$ cat src/design/wia_pkg.sv
// Package: opcodes, work classes and the types shared by the ALU modules.
`default_nettype none
package wia_pkg;

    localparam int FIELD_W = 64;
    localparam int SH_W    = 6;
    localparam int QDEPTH  = 4;

    localparam logic [3:0] OP_ADD  = 4'd0;
    localparam logic [3:0] OP_SUB  = 4'd1;
    localparam logic [3:0] OP_MUL  = 4'd2;
    localparam logic [3:0] OP_SDIV = 4'd3;
    localparam logic [3:0] OP_SREM = 4'd4;
    localparam logic [3:0] OP_UDIV = 4'd5;
    localparam logic [3:0] OP_UREM = 4'd6;
    localparam logic [3:0] OP_SCMP = 4'd7;
    localparam logic [3:0] OP_UCMP = 4'd8;
    localparam logic [3:0] OP_AND  = 4'd9;
    localparam logic [3:0] OP_OR   = 4'd10;
    localparam logic [3:0] OP_XOR  = 4'd11;
    localparam logic [3:0] OP_SHL  = 4'd12;
    localparam logic [3:0] OP_ASHR = 4'd13;
    localparam logic [3:0] OP_LSHR = 4'd14;

    localparam logic [1:0] CL_SIMPLE = 2'd0;
    localparam logic [1:0] CL_MUL    = 2'd1;
    localparam logic [1:0] CL_DIV    = 2'd2;

    localparam logic [1:0] ORD_EQ = 2'b00;
    localparam logic [1:0] ORD_GT = 2'b01;
    localparam logic [1:0] ORD_LT = 2'b11;

    typedef struct packed {
        logic [3:0]         op;
        logic [1:0]         cls;
        logic [FIELD_W-1:0] a;
        logic [FIELD_W-1:0] b;
        logic [SH_W-1:0]    sh;
    } t_item;

    typedef struct packed {
        logic               valid;
        logic [FIELD_W-1:0] result;
        logic [1:0]         order;
        logic               div_zero;
    } t_res;

endpackage
`default_nettype wire

$ cat src/design/wia_queue.sv
// Short queue between front and back ends.
`default_nettype none
module wia_queue (
    input  wire logic           i_clk,
    input  wire logic           i_rst_n,
    input  wire logic           i_push,
    input  wire wia_pkg::t_item i_item,
    input  wire logic           i_pop,
    output wia_pkg::t_item      o_item,
    output logic                o_empty,
    output logic                o_full
);

    localparam int PW = $clog2(wia_pkg::QDEPTH);

    wia_pkg::t_item r_mem [wia_pkg::QDEPTH];
    logic [PW-1:0]  r_wr;
    logic [PW-1:0]  r_rd;
    logic [PW:0]    r_cnt;
    logic [PW:0]    n_cnt;

    assign o_empty = (r_cnt == '0);
    assign o_full  = (r_cnt == (PW+1)'(wia_pkg::QDEPTH));
    assign o_item  = r_mem[r_rd];

    always_comb begin
        n_cnt = r_cnt;
        if (i_push && !i_pop) begin
            n_cnt = r_cnt + 1'b1;
        end else if (!i_push && i_pop) begin
            n_cnt = r_cnt - 1'b1;
        end
    end

    always_ff @(posedge i_clk) begin
        if (i_push) begin
            r_mem[r_wr] <= i_item;
        end
    end

    always_ff @(posedge i_clk) begin
        if (!i_rst_n) begin
            r_wr  <= '0;
            r_rd  <= '0;
            r_cnt <= '0;
        end else begin
            if (i_push) begin
                r_wr <= r_wr + 1'b1;
            end
            if (i_pop) begin
                r_rd <= r_rd + 1'b1;
            end
            r_cnt <= n_cnt;
        end
    end

endmodule
`default_nettype wire

$ cat config.mk
export PLATFORM = sky130hd
export DESIGN_NAME = wia_queue
export DESIGN_NICKNAME = d
export VERILOG_FILES = /design/src/design/wia_pkg.sv /design/src/design/wia_queue.sv
export SDC_FILE = /design/constraint.sdc
export NUM_CORES = 1
export LEC_CHECK = 0
export BUFFER_PORTS_ARGS = -buffer_cell sky130_fd_sc_hd__buf_4
export CORE_ASPECT_RATIO = 1.4
export CORE_MARGIN = 2
export CORE_UTILIZATION = 49
export DETAILED_ROUTE_END_ITERATION = 6
export PLACE_DENSITY = 0.69
export SYNTH_ARGS = -nofsm -noshare
export SYNTH_HDL_FRONTEND = slang
export SYNTH_SLANG_ARGS = --single-unit
$ cat constraint.sdc
create_clock -name i_clk -period 12.2 [get_ports i_clk]
set_input_delay 2.44 -clock i_clk [delete_from_list [all_inputs] [get_ports i_clk]]
set_output_delay 2.44 -clock i_clk [all_outputs]
set_load 0.01 [all_outputs]
# ---- Yosys cells after proc, flatten, opt, wreduce, memory -nomap -nowiden
# Memory sizes are Yosys's and may differ from the RTL's. A register that Yosys moved wholly into a read port is not among the register bits.
# Cells that the tools add are included.
dict set report totals {
  register_bits 7
  in_bits 144
  out_inout_bits 142
  elab_cells 21
  memories 1
  mem_bits_rw 560
}
dict set report op_classes {
  addsub 4
  eq_ne 1
  mux 6
  reduce_logical 6
}
# memory depth width rd rd_clocked_by_memory_dff wr line
set memory_table {}
lappend memory_table {r_mem 4 140 1 1 1 wia_queue.sv:16} ;# wia_pkg::t_item r_mem [wia_pkg::QDEPTH];
# op n
set ops {}
lappend ops {{3-bit two-way mux} 2}
lappend ops {{2-bit by 1-bit adder with 2-bit output (second input constant)} 2}
lappend ops {{2-bit two-way mux} 2}
lappend ops {{3-bit by 1-bit adder with 3-bit output (second input constant)} 1}
lappend ops {{3-bit equality test (second input constant)} 1}
lappend ops {{3-bit zero test} 1}
lappend ops {{3-bit by 1-bit subtractor with 3-bit output (second input constant)} 1}
lappend ops {{1-bit logical AND} 2}
lappend ops {{1-bit zero test} 2}
lappend ops {{1-bit two-way mux} 2}
lappend ops {{2-bit nonzero test} 1}

# ---- Depth between registers and ports, before layout
# Gate-level depths: netlist of run 1.
dict set report depth {
  word_depth 4
  mapped_depth 7
  depth_no_buf 7
}

# ---- Worst setup path after synthesis of run 1
# No wires, ideal clock.
dict set report synth_path {
  path_type {input port to flip-flop}
  start {in i_push}
  end {mem r_mem[0][0] (netlist name) (enable)}
  n_path_buf 0
  required_ns 11.684
  setup_slack_ns 6.044
  stages 1
  arrival_ns 5.640
  cell_sequence {and2_1}
}
dict set report synth_between {
  elab_chain_len 2
}
# item line
set synth_rtl {}
lappend synth_rtl {{start, declared} wia_queue.sv:6} ;# input wire logic i_push,
lappend synth_rtl {{1-bit two-way mux} wia_queue.sv:36} ;# if (i_push) begin
lappend synth_rtl {{1-bit two-way mux (not written as such)} wia_queue.sv:37} ;# r_mem[r_wr] <= i_item;
lappend synth_rtl {{end, declared} wia_queue.sv:16}
# No other way between the ends.

==> results of run 1 <==
==> where the power goes <==
group	internal, W	switching, W
clock	0.000879	0.000650
combinational	0.000230	0.000218
sequential	0.00225	0.0000304
==> stage by stage <==
step	setup slack, ns	instance area [sq um]	total power [W]	util (%)	cells
after global routing	5.682	24970	0.004407	59.63	1687
final	6.105	24970	0.004253	59.63	1687
after floorplan	6.044	20660	0.002560	-	775
after detailed placement	6.508	23350	0.002779	55.77	1587
after global placement	6.484	23350	0.002770	55.77	1587
after CTS	5.905	24950	0.004311	59.59	1681
==> area by class of cell <==
class	instances	area, sq um
Antenna cell	6	15.01
Clock buffer	70	1390
Clock inverter	24	207.7
Fill cell	3000	16910
Inverter	4	15.01
Multi-Input combinational cell	170	3413
Sequential cell	569	17000
Tap cell	546	683.2
Timing Repair Buffer	298	2237
==> cells by family after synthesis <==
| group | Yosys count | synth area share (%) |
|---|---|---|
| buf+inv | 36 | 1.254 |
| simple gates | 15 | 0.4421 |
| fa+ha+maj | 6 | 0.3997 |
| compound gates | 2 | 0.06056 |
| xor+xnor | 5 | 0.2120 |
| mux | 142 | 15.36 |
| flops | 569 | 82.27 |
==> cells in the mapped netlist <==
cell / number / area share (%)
sky130_fd_sc_hd__edfxtp_1: 560 / 81
sky130_fd_sc_hd__mux4_2: 140 / 15
sky130_fd_sc_hd__buf_2: 15 / 0.36
sky130_fd_sc_hd__buf_6: 12 / 0.65
sky130_fd_sc_hd__and2_1: 9 / 0.27
sky130_fd_sc_hd__dfxtp_1: 9 / 0.87
sky130_fd_sc_hd__ha_1: 5 / 0.30
sky130_fd_sc_hd__buf_4: 4 / 0.15
sky130_fd_sc_hd__inv_1: 4 / 0.073
sky130_fd_sc_hd__xor2_1: 3 / 0.13
sky130_fd_sc_hd__mux2i_1: 2 / 0.097
sky130_fd_sc_hd__nor2b_1: 2 / 0.061
sky130_fd_sc_hd__xnor2_1: 2 / 0.085
sky130_fd_sc_hd__a21boi_0: 1 / 0.036
sky130_fd_sc_hd__clkbuf_1: 1 / 0.018
sky130_fd_sc_hd__fa_1: 1 / 0.097
sky130_fd_sc_hd__nand2_1: 1 / 0.018
sky130_fd_sc_hd__nor3_1: 1 / 0.024
sky130_fd_sc_hd__nor3b_1: 1 / 0.036
sky130_fd_sc_hd__o21ai_0: 1 / 0.024
sky130_fd_sc_hd__or3_1: 1 / 0.030
==> worst min-delay path, cell delays in order (launching register included) <==
cell	delay, ns
sky130_fd_sc_hd__dfxtp_1	0.33
sky130_fd_sc_hd__o21ai_0	0.07
sky130_fd_sc_hd__a21boi_0	0.07
==> registers in the layout, indices dropped and copies added (netlist names), named ones only <==
name / cells
r_mem: 560
r_cnt: 3
r_rd: 2
r_wr: 2
==> routing by layer <==
layer	GRT usage, %	wire (um)	part of all wire [%]	vias to the layer above
met5	0	16	0.041	-
met4	8.197	1599	4.1	2
met3	4.382	2525	6.5	85
met2	29.23	19930	51	269
met1	22.22	14680	38	4724
li1	-	-	-	3983
==> worst paths after layout <==
check,from,endpoint,slack [ns],depth (start not counted)
hold / removal,r_cnt[2]$_SDFFE_PN0P_,r_cnt[2]$_SDFFE_PN0P_,0.52,2
hold reg to reg,r_cnt[2]$_SDFFE_PN0P_,r_cnt[2]$_SDFFE_PN0P_,0.52,2
setup / recovery,flop,o_item[34],6.10,4
setup reg to reg,r_wr[0]$_SDFFE_PN0P_,r_mem[3][74]$_DFFE_PP_,10.01,3
==> reports/results.txt, run 1 <==
The run finished with clean final reports. The tools report the sink count of the clock tree as 569. The data required time at the worst endpoint is 9.76 ns, and the Yosys warning count is 0.

Counting both buffers and inverters, the worst setup path holds a total of 3. For the detailed placement HPWL, the log shows 23.24 mm. Of the synthesized area, sequential elements account for 82.27%. The first global-routing pass estimated 57.85 mm of wire.

Buffers inserted during clock tree synthesis total 50. The die is 177.5 um wide. The via count of the first global-routing pass came out at 9670. Global routing consumed, over all layers together, 17.73% of the routing resources. Buffers placed on the I/O ports in this run total 285. The detail route stage leaves a number of antenna-violating nets equal to 0. Number of endpoints with negative hold slack in the final report: 0. The maximum frequency from static timing analysis was 164.1 MHz; the total number of nets in the final design was 1243. For this design the ratio of total power to cell area is 170.4 mW/mm^2. Hold repair after CTS inserted 0 buffers. The tools report the aggregate global routing overflow as 0. TritonCTS built the clock tree. The clock slew at the register clock pins of the worst setup and hold paths is 0.06 ns. Kind of launch point of the worst setup path: a flop.

The first routing iteration left 655 violations. The max-slew violation count is 0, and the final total negative setup slack is 0 ns. The leakage power total came out at 8.334 nW.

The clock period could shrink to 6.095 ns. Across the run, the number of max-cap violations was 0. The top-level port count was 286; the number of iterations in the first detailed-routing pass was 5. Clock skew on the completed layout was measured at 0.009451 ns. The clock reaches the later pin of the worst-skew pair after 0.56 ns. In this run the standard cell core region covers 0.04187 sq mm. The H-tree was split into 2 levels.

Each instance of the synthesized netlist takes up on average 26.66 sq um. The average routed wire per standard cell was 22.97 um. Hold is met by 0.5152 ns. The die is 247.0 um tall. The tools report the post-cts repair resize count as 0.

The run gives 38.75 mm as the total routed wirelength. The starting utilization of the core area is 49.34%. The worst pin sits at a relative slew slack of 30.98%. The row count was 89; the period utilization was 49.96%. The total die area came out at 0.04384 sq mm. The category of the critical setup timing path is reg -> out.

Dividing the detail-routed via count by the number of cells gives 5.372. VDD sags by at most 0.1234 mV. Layout overhead on the synthesized area: 20.85%. In the layout the commonest cells are sky130_fd_sc_hd__edfxtp_1, sky130_fd_sc_hd__buf_4, sky130_fd_sc_hd__mux4_2, sky130_fd_sc_hd__clkbuf_16, sky130_fd_sc_hd__clkbuf_1. The number of synthesized register bits came out at 569. The largest individual stage delay along the critical path comes from the cell sky130_fd_sc_hd__buf_4.

The area of the mapped netlist is 0.02066 sq mm. The run gives 925 as the number of nets produced by synthesis. Setup repair after global routing left no endpoint under its margin. The slew at the pin with the worst max-slew slack is 1.035 ns.

The tightest min-delay check is of the reg -> reg type. Cells with a size suffix above 1 make up 44.85% of the layout. The number of design rule violations left after detail routing came out at 0.

The number of standard cells after synthesis was 775; the worst stage delay on the critical path was 0.79 ns. At the worst endpoint, the arrival time is 3.66 ns. Yosys mapped the design onto 21 distinct sky130hd cell types. The most numerous cell type found on the critical path is sky130_fd_sc_hd__buf_4. The run gives 0.7431 as the routability congestion estimate. The critical path goes through buf_4, buf_4, mux4_2, buf_4. The number of buffers on the longest clock path is 3.

Leaving out fill and tap cells, the most frequent cell in the layout is sky130_fd_sc_hd__edfxtp_1. Summing over every cut layer, the via total after detailed routing is 9063. The tree is rooted in a sky130_fd_sc_hd__clkbuf_16. Maximum number of pins on one net before global-route repair: 68.

STA classifies the critical path endpoint as an output pin. The maximum fanout encountered on the critical timing path is 41. For the buffers inserted during post-CTS setup optimization, the log shows 0. The logs give 7 for the initial antenna violation count and 0 for the final setup violation count. Among cell families on the critical path, the largest total delay comes from buffers and inverters.
Note: power is estimated with default switching activity, not from simulation.
==> run 2, diff against run 1 <==
--- a/config.mk
+++ b/config.mk
@@ -10,7 +10,7 @@
 export CORE_MARGIN = 2
 export CORE_UTILIZATION = 49
 export DETAILED_ROUTE_END_ITERATION = 6
-export PLACE_DENSITY = 0.69
+export PLACE_DENSITY = 0.71
 export SYNTH_ARGS = -nofsm -noshare
 export SYNTH_HDL_FRONTEND = slang
 export SYNTH_SLANG_ARGS = --single-unit
==> constraint.sdc (replaced) <==
create_clock -name i_clk -period 5.03 [get_ports i_clk]
set_input_delay 1.006 -clock i_clk [delete_from_list [all_inputs] [get_ports i_clk]]
set_output_delay 1.006 -clock i_clk [all_outputs]
set_load 0.01 [all_outputs]
==> run 2 against run 1 <==
  * Utilization increased by 0.79 points
  * Sequential share of layout area shrank 0.89 points
  * Global-route usage shrank 0.075 points
  * Non-clock buffer count is the same
  * Critical path depth fell by 1
  * Critical path type unchanged
  * First-iteration DRC count shrank 5.8%
  * Sequential cell count stayed put
  * Via count up 0.41%
==> reports/results.txt, run 2 (synthesized netlist as in run 1, its figures left out) <==
The total CTS buffers is 53, and the horizontal extent of the die is 177.5 um. The logs give 89 for the row count and 0.57 ns for the later-pin clock latency in the skew report. After detailed routing, the total wire length is 38.64 mm. For this run, the slowest stage of the critical path takes 0.94 ns. Cells with a size suffix above 1 make up 46.22% of the layout.

The kind of launch point of the worst setup path is a flop. The share of total power in combinational logic was 10.1%; the portion of total power attributed to sequential cells was 51.3%. Number of endpoints with negative hold slack in the final report: 0. The register with the most flip-flops in the layout has 560 of them. After detailed routing, the number of vias per cell comes to 5.401.

DRC violation total after the first TritonRoute iteration: 617. Across the whole layout, storage elements account for 0.01700 sq mm. Summed over all layers, the global routing overflow is 0. Setup repair after global routing left no endpoint under its margin. The final total negative setup slack was 0 ns; the relative max-transition margin was 40.09%. At the pin with the least slew margin, the transition time is 0.8986 ns.

The die boundary height was 247.0 um. Critical path's slowest cell: sky130_fd_sc_hd__dfxtp_4. Number of iterations in the first detailed-routing pass: 5.

TritonCTS built the clock tree. The tools report the number of filler instances in the final layout as 2950. Once the floorplan was initialized, standard cells occupied 49.34% of the core. The worst min-delay path category is reg -> reg. The congestion estimate from routability-driven global placement came to 0.7230. The detailed placement HPWL was 23.08 mm; the maximum frequency from static timing analysis was 266.4 MHz. Data on the critical path arrives at its endpoint at 2.75 ns. The layout overhead on the synthesized area was 22.44%. The leakage power total was 8.482 nW.

Between clock sinks in the finished design, the worst skew comes to 0.02144 ns. The clock network accounts for 38.6% of the total power. Setup violations remaining at the end of the flow were counted as 0. The global routing's busiest layer is met2. For this run, global-route usage on met3 was measured as 4.582%. The run finished with clean final reports. The total power divided by cell area was 426.1 mW/mm^2. The count of nets left with antenna violations once routing finished came out at 0. Global routing used 17.65% of the available tracks. Clock-pin slew was measured on the worst setup and hold paths at 0.06 ns.

Entering global routing, the biggest net connects 72 pins. The most frequent standard cell in the layout excluding fill and tap cells is sky130_fd_sc_hd__edfxtp_1. The die covers 0.04384 sq mm.

For the finished layout, the period the worst path requires is 3.753 ns. The met1 track utilization from global routing was 21.67%. Top register by number of flip-flops: r_mem.

For the data required time at the worst endpoint, the log shows 4.02 ns. The clock passes through at most 3 buffers. In the final routed layout, each cell accounts on average for 22.93 um.

For the via count of the first global-routing pass, the log shows 9609. The region available for standard cell placement spans 0.04187 sq mm. The peak ir drop on the vdd network came out at 0.4520 mV. The clock drives 569 sinks.

The initial antenna violation count is 4. For the number of H-tree levels, the log shows 2. Overall power consumption after layout is estimated at 0.01078 W. Walking the worst path, the cells encountered are buf_12, mux4_2, buf_4. The count of port buffers added during placement is 285. STA classifies the critical path endpoint as an output pin.

Cell internal power was estimated by the tool at 0.008543 W. The post-cts repair resize count was 0. For this design, the CTS-stage hold fixing added 0 buffers. The routed layout has 9100 vias. The buffers inserted during post-CTS setup optimization came out at 0. The run gives 29.88% as the met2 demand-to-capacity share in global routing. Leaving out fill and tap cells, the most frequent cells in the layout are sky130_fd_sc_hd__edfxtp_1, sky130_fd_sc_hd__buf_4, sky130_fd_sc_hd__mux4_2, sky130_fd_sc_hd__clkbuf_16, sky130_fd_sc_hd__clkbuf_1. In the routed design, unresolved DRC markers number 0. The library cell used as clock root buffer is sky130_fd_sc_hd__clkbuf_16. The top-level port count was 286; the number of max-cap violations was 0. Of the available clock period, the critical path in the final layout requires 74.62%. In the final layout, the registers with the most flip-flops are r_mem x560, r_cnt x3.

The tools report the source of the worst hold timing path as r_cnt[2]$_SDFFE_PN0P_. The tools report the source of the worst register-to-register timing path as r_wr[0]$_SDFFE_PN0P_. The critical path is of the reg -> out type. For the max-slew violation count, the log shows 0. The fraction of power spent switching nets is 20.74%, and the maximum fanout encountered on the critical timing path is 45.

The multi-input combinational cells in the finished layout cover a total of 0.003413 sq mm. Total number of nets in the final design: 1246. The switching power is 0.002236 W, and the global-route wire length before repair is 57.46 mm.
## run 2: cell types whose count changed in the layout (fill, tap and decap cells not counted), sizes merged
cell,previous run,this run
clkinv,19,13
bufinv,4,9
diode,6,1
inv,4,6
clkbuf,70,71
clkinvlp,1,2
## run 2: area by class of cell
| cell class | instances | share of cell area (%) |
|---|---|---|
| antenna | 1 | 0.009893 |
| clock buffer | 71 | 5.837 |
| clock inverter | 26 | 1.484 |
| inverter | 4 | 0.05936 |
| multi-input combinational | 170 | 13.49 |
| sequential | 569 | 67.22 |
| tap | 546 | 2.701 |
| timing repair buffer | 298 | 9.191 |
## run 2: routing by layer
layer  share of wire [%]  wire, um  vias up
met5                0.11        43        -
li1                    -         -     3996
met3                 6.6      2547       81
met4                 3.7      1441        6
met2                  53     20460      295
met1                  37     14140     4722
## run 2: power groups by stage
stage               registers (W)  clock network, W  logic (W)
CTS                       0.00554           0.00425    0.00111
global placement          0.00562                 0    0.00110
detailed placement        0.00564                 0    0.00111
floorplan                 0.00561                 0   0.000597
finish                    0.00553           0.00416    0.00109
global route              0.00555           0.00444    0.00117
## run 2: metrics by stage
step           utilization [%]  instance area, sq um  hold slack (ns)  worst slack (ns)  std cells
4_1_cts                  60.41                 25290           0.5341             1.117       1684
6_report                 60.41                 25290           0.5233             1.277       1685
3_3_place_gp             55.98                 23440           0.4873             1.772       1587
3_5_place_dp             55.98                 23440           0.5265             1.759       1587
5_1_grt                  60.41                 25290           0.5759             1.027       1685
2_1_floorplan                -                 20660           0.4724            0.3081        775
## run 2: worst max-delay path: cells and delay by family (launching register included)
kind	cells	cell delay (ns)
buf+inv	2	0.57
mux	1	0.57
flops	1	0.94
## run 2: worst paths after layout
kind	depth (start not counted)	slack (ns)	end
setup reg to reg	4	2.84	r_mem[0][106]$_DFFE_PP_
hold / removal	2	0.52	r_cnt[2]$_SDFFE_PN0P_
hold reg to reg	2	0.52	r_cnt[2]$_SDFFE_PN0P_
setup / recovery	3	1.28	o_item[113]
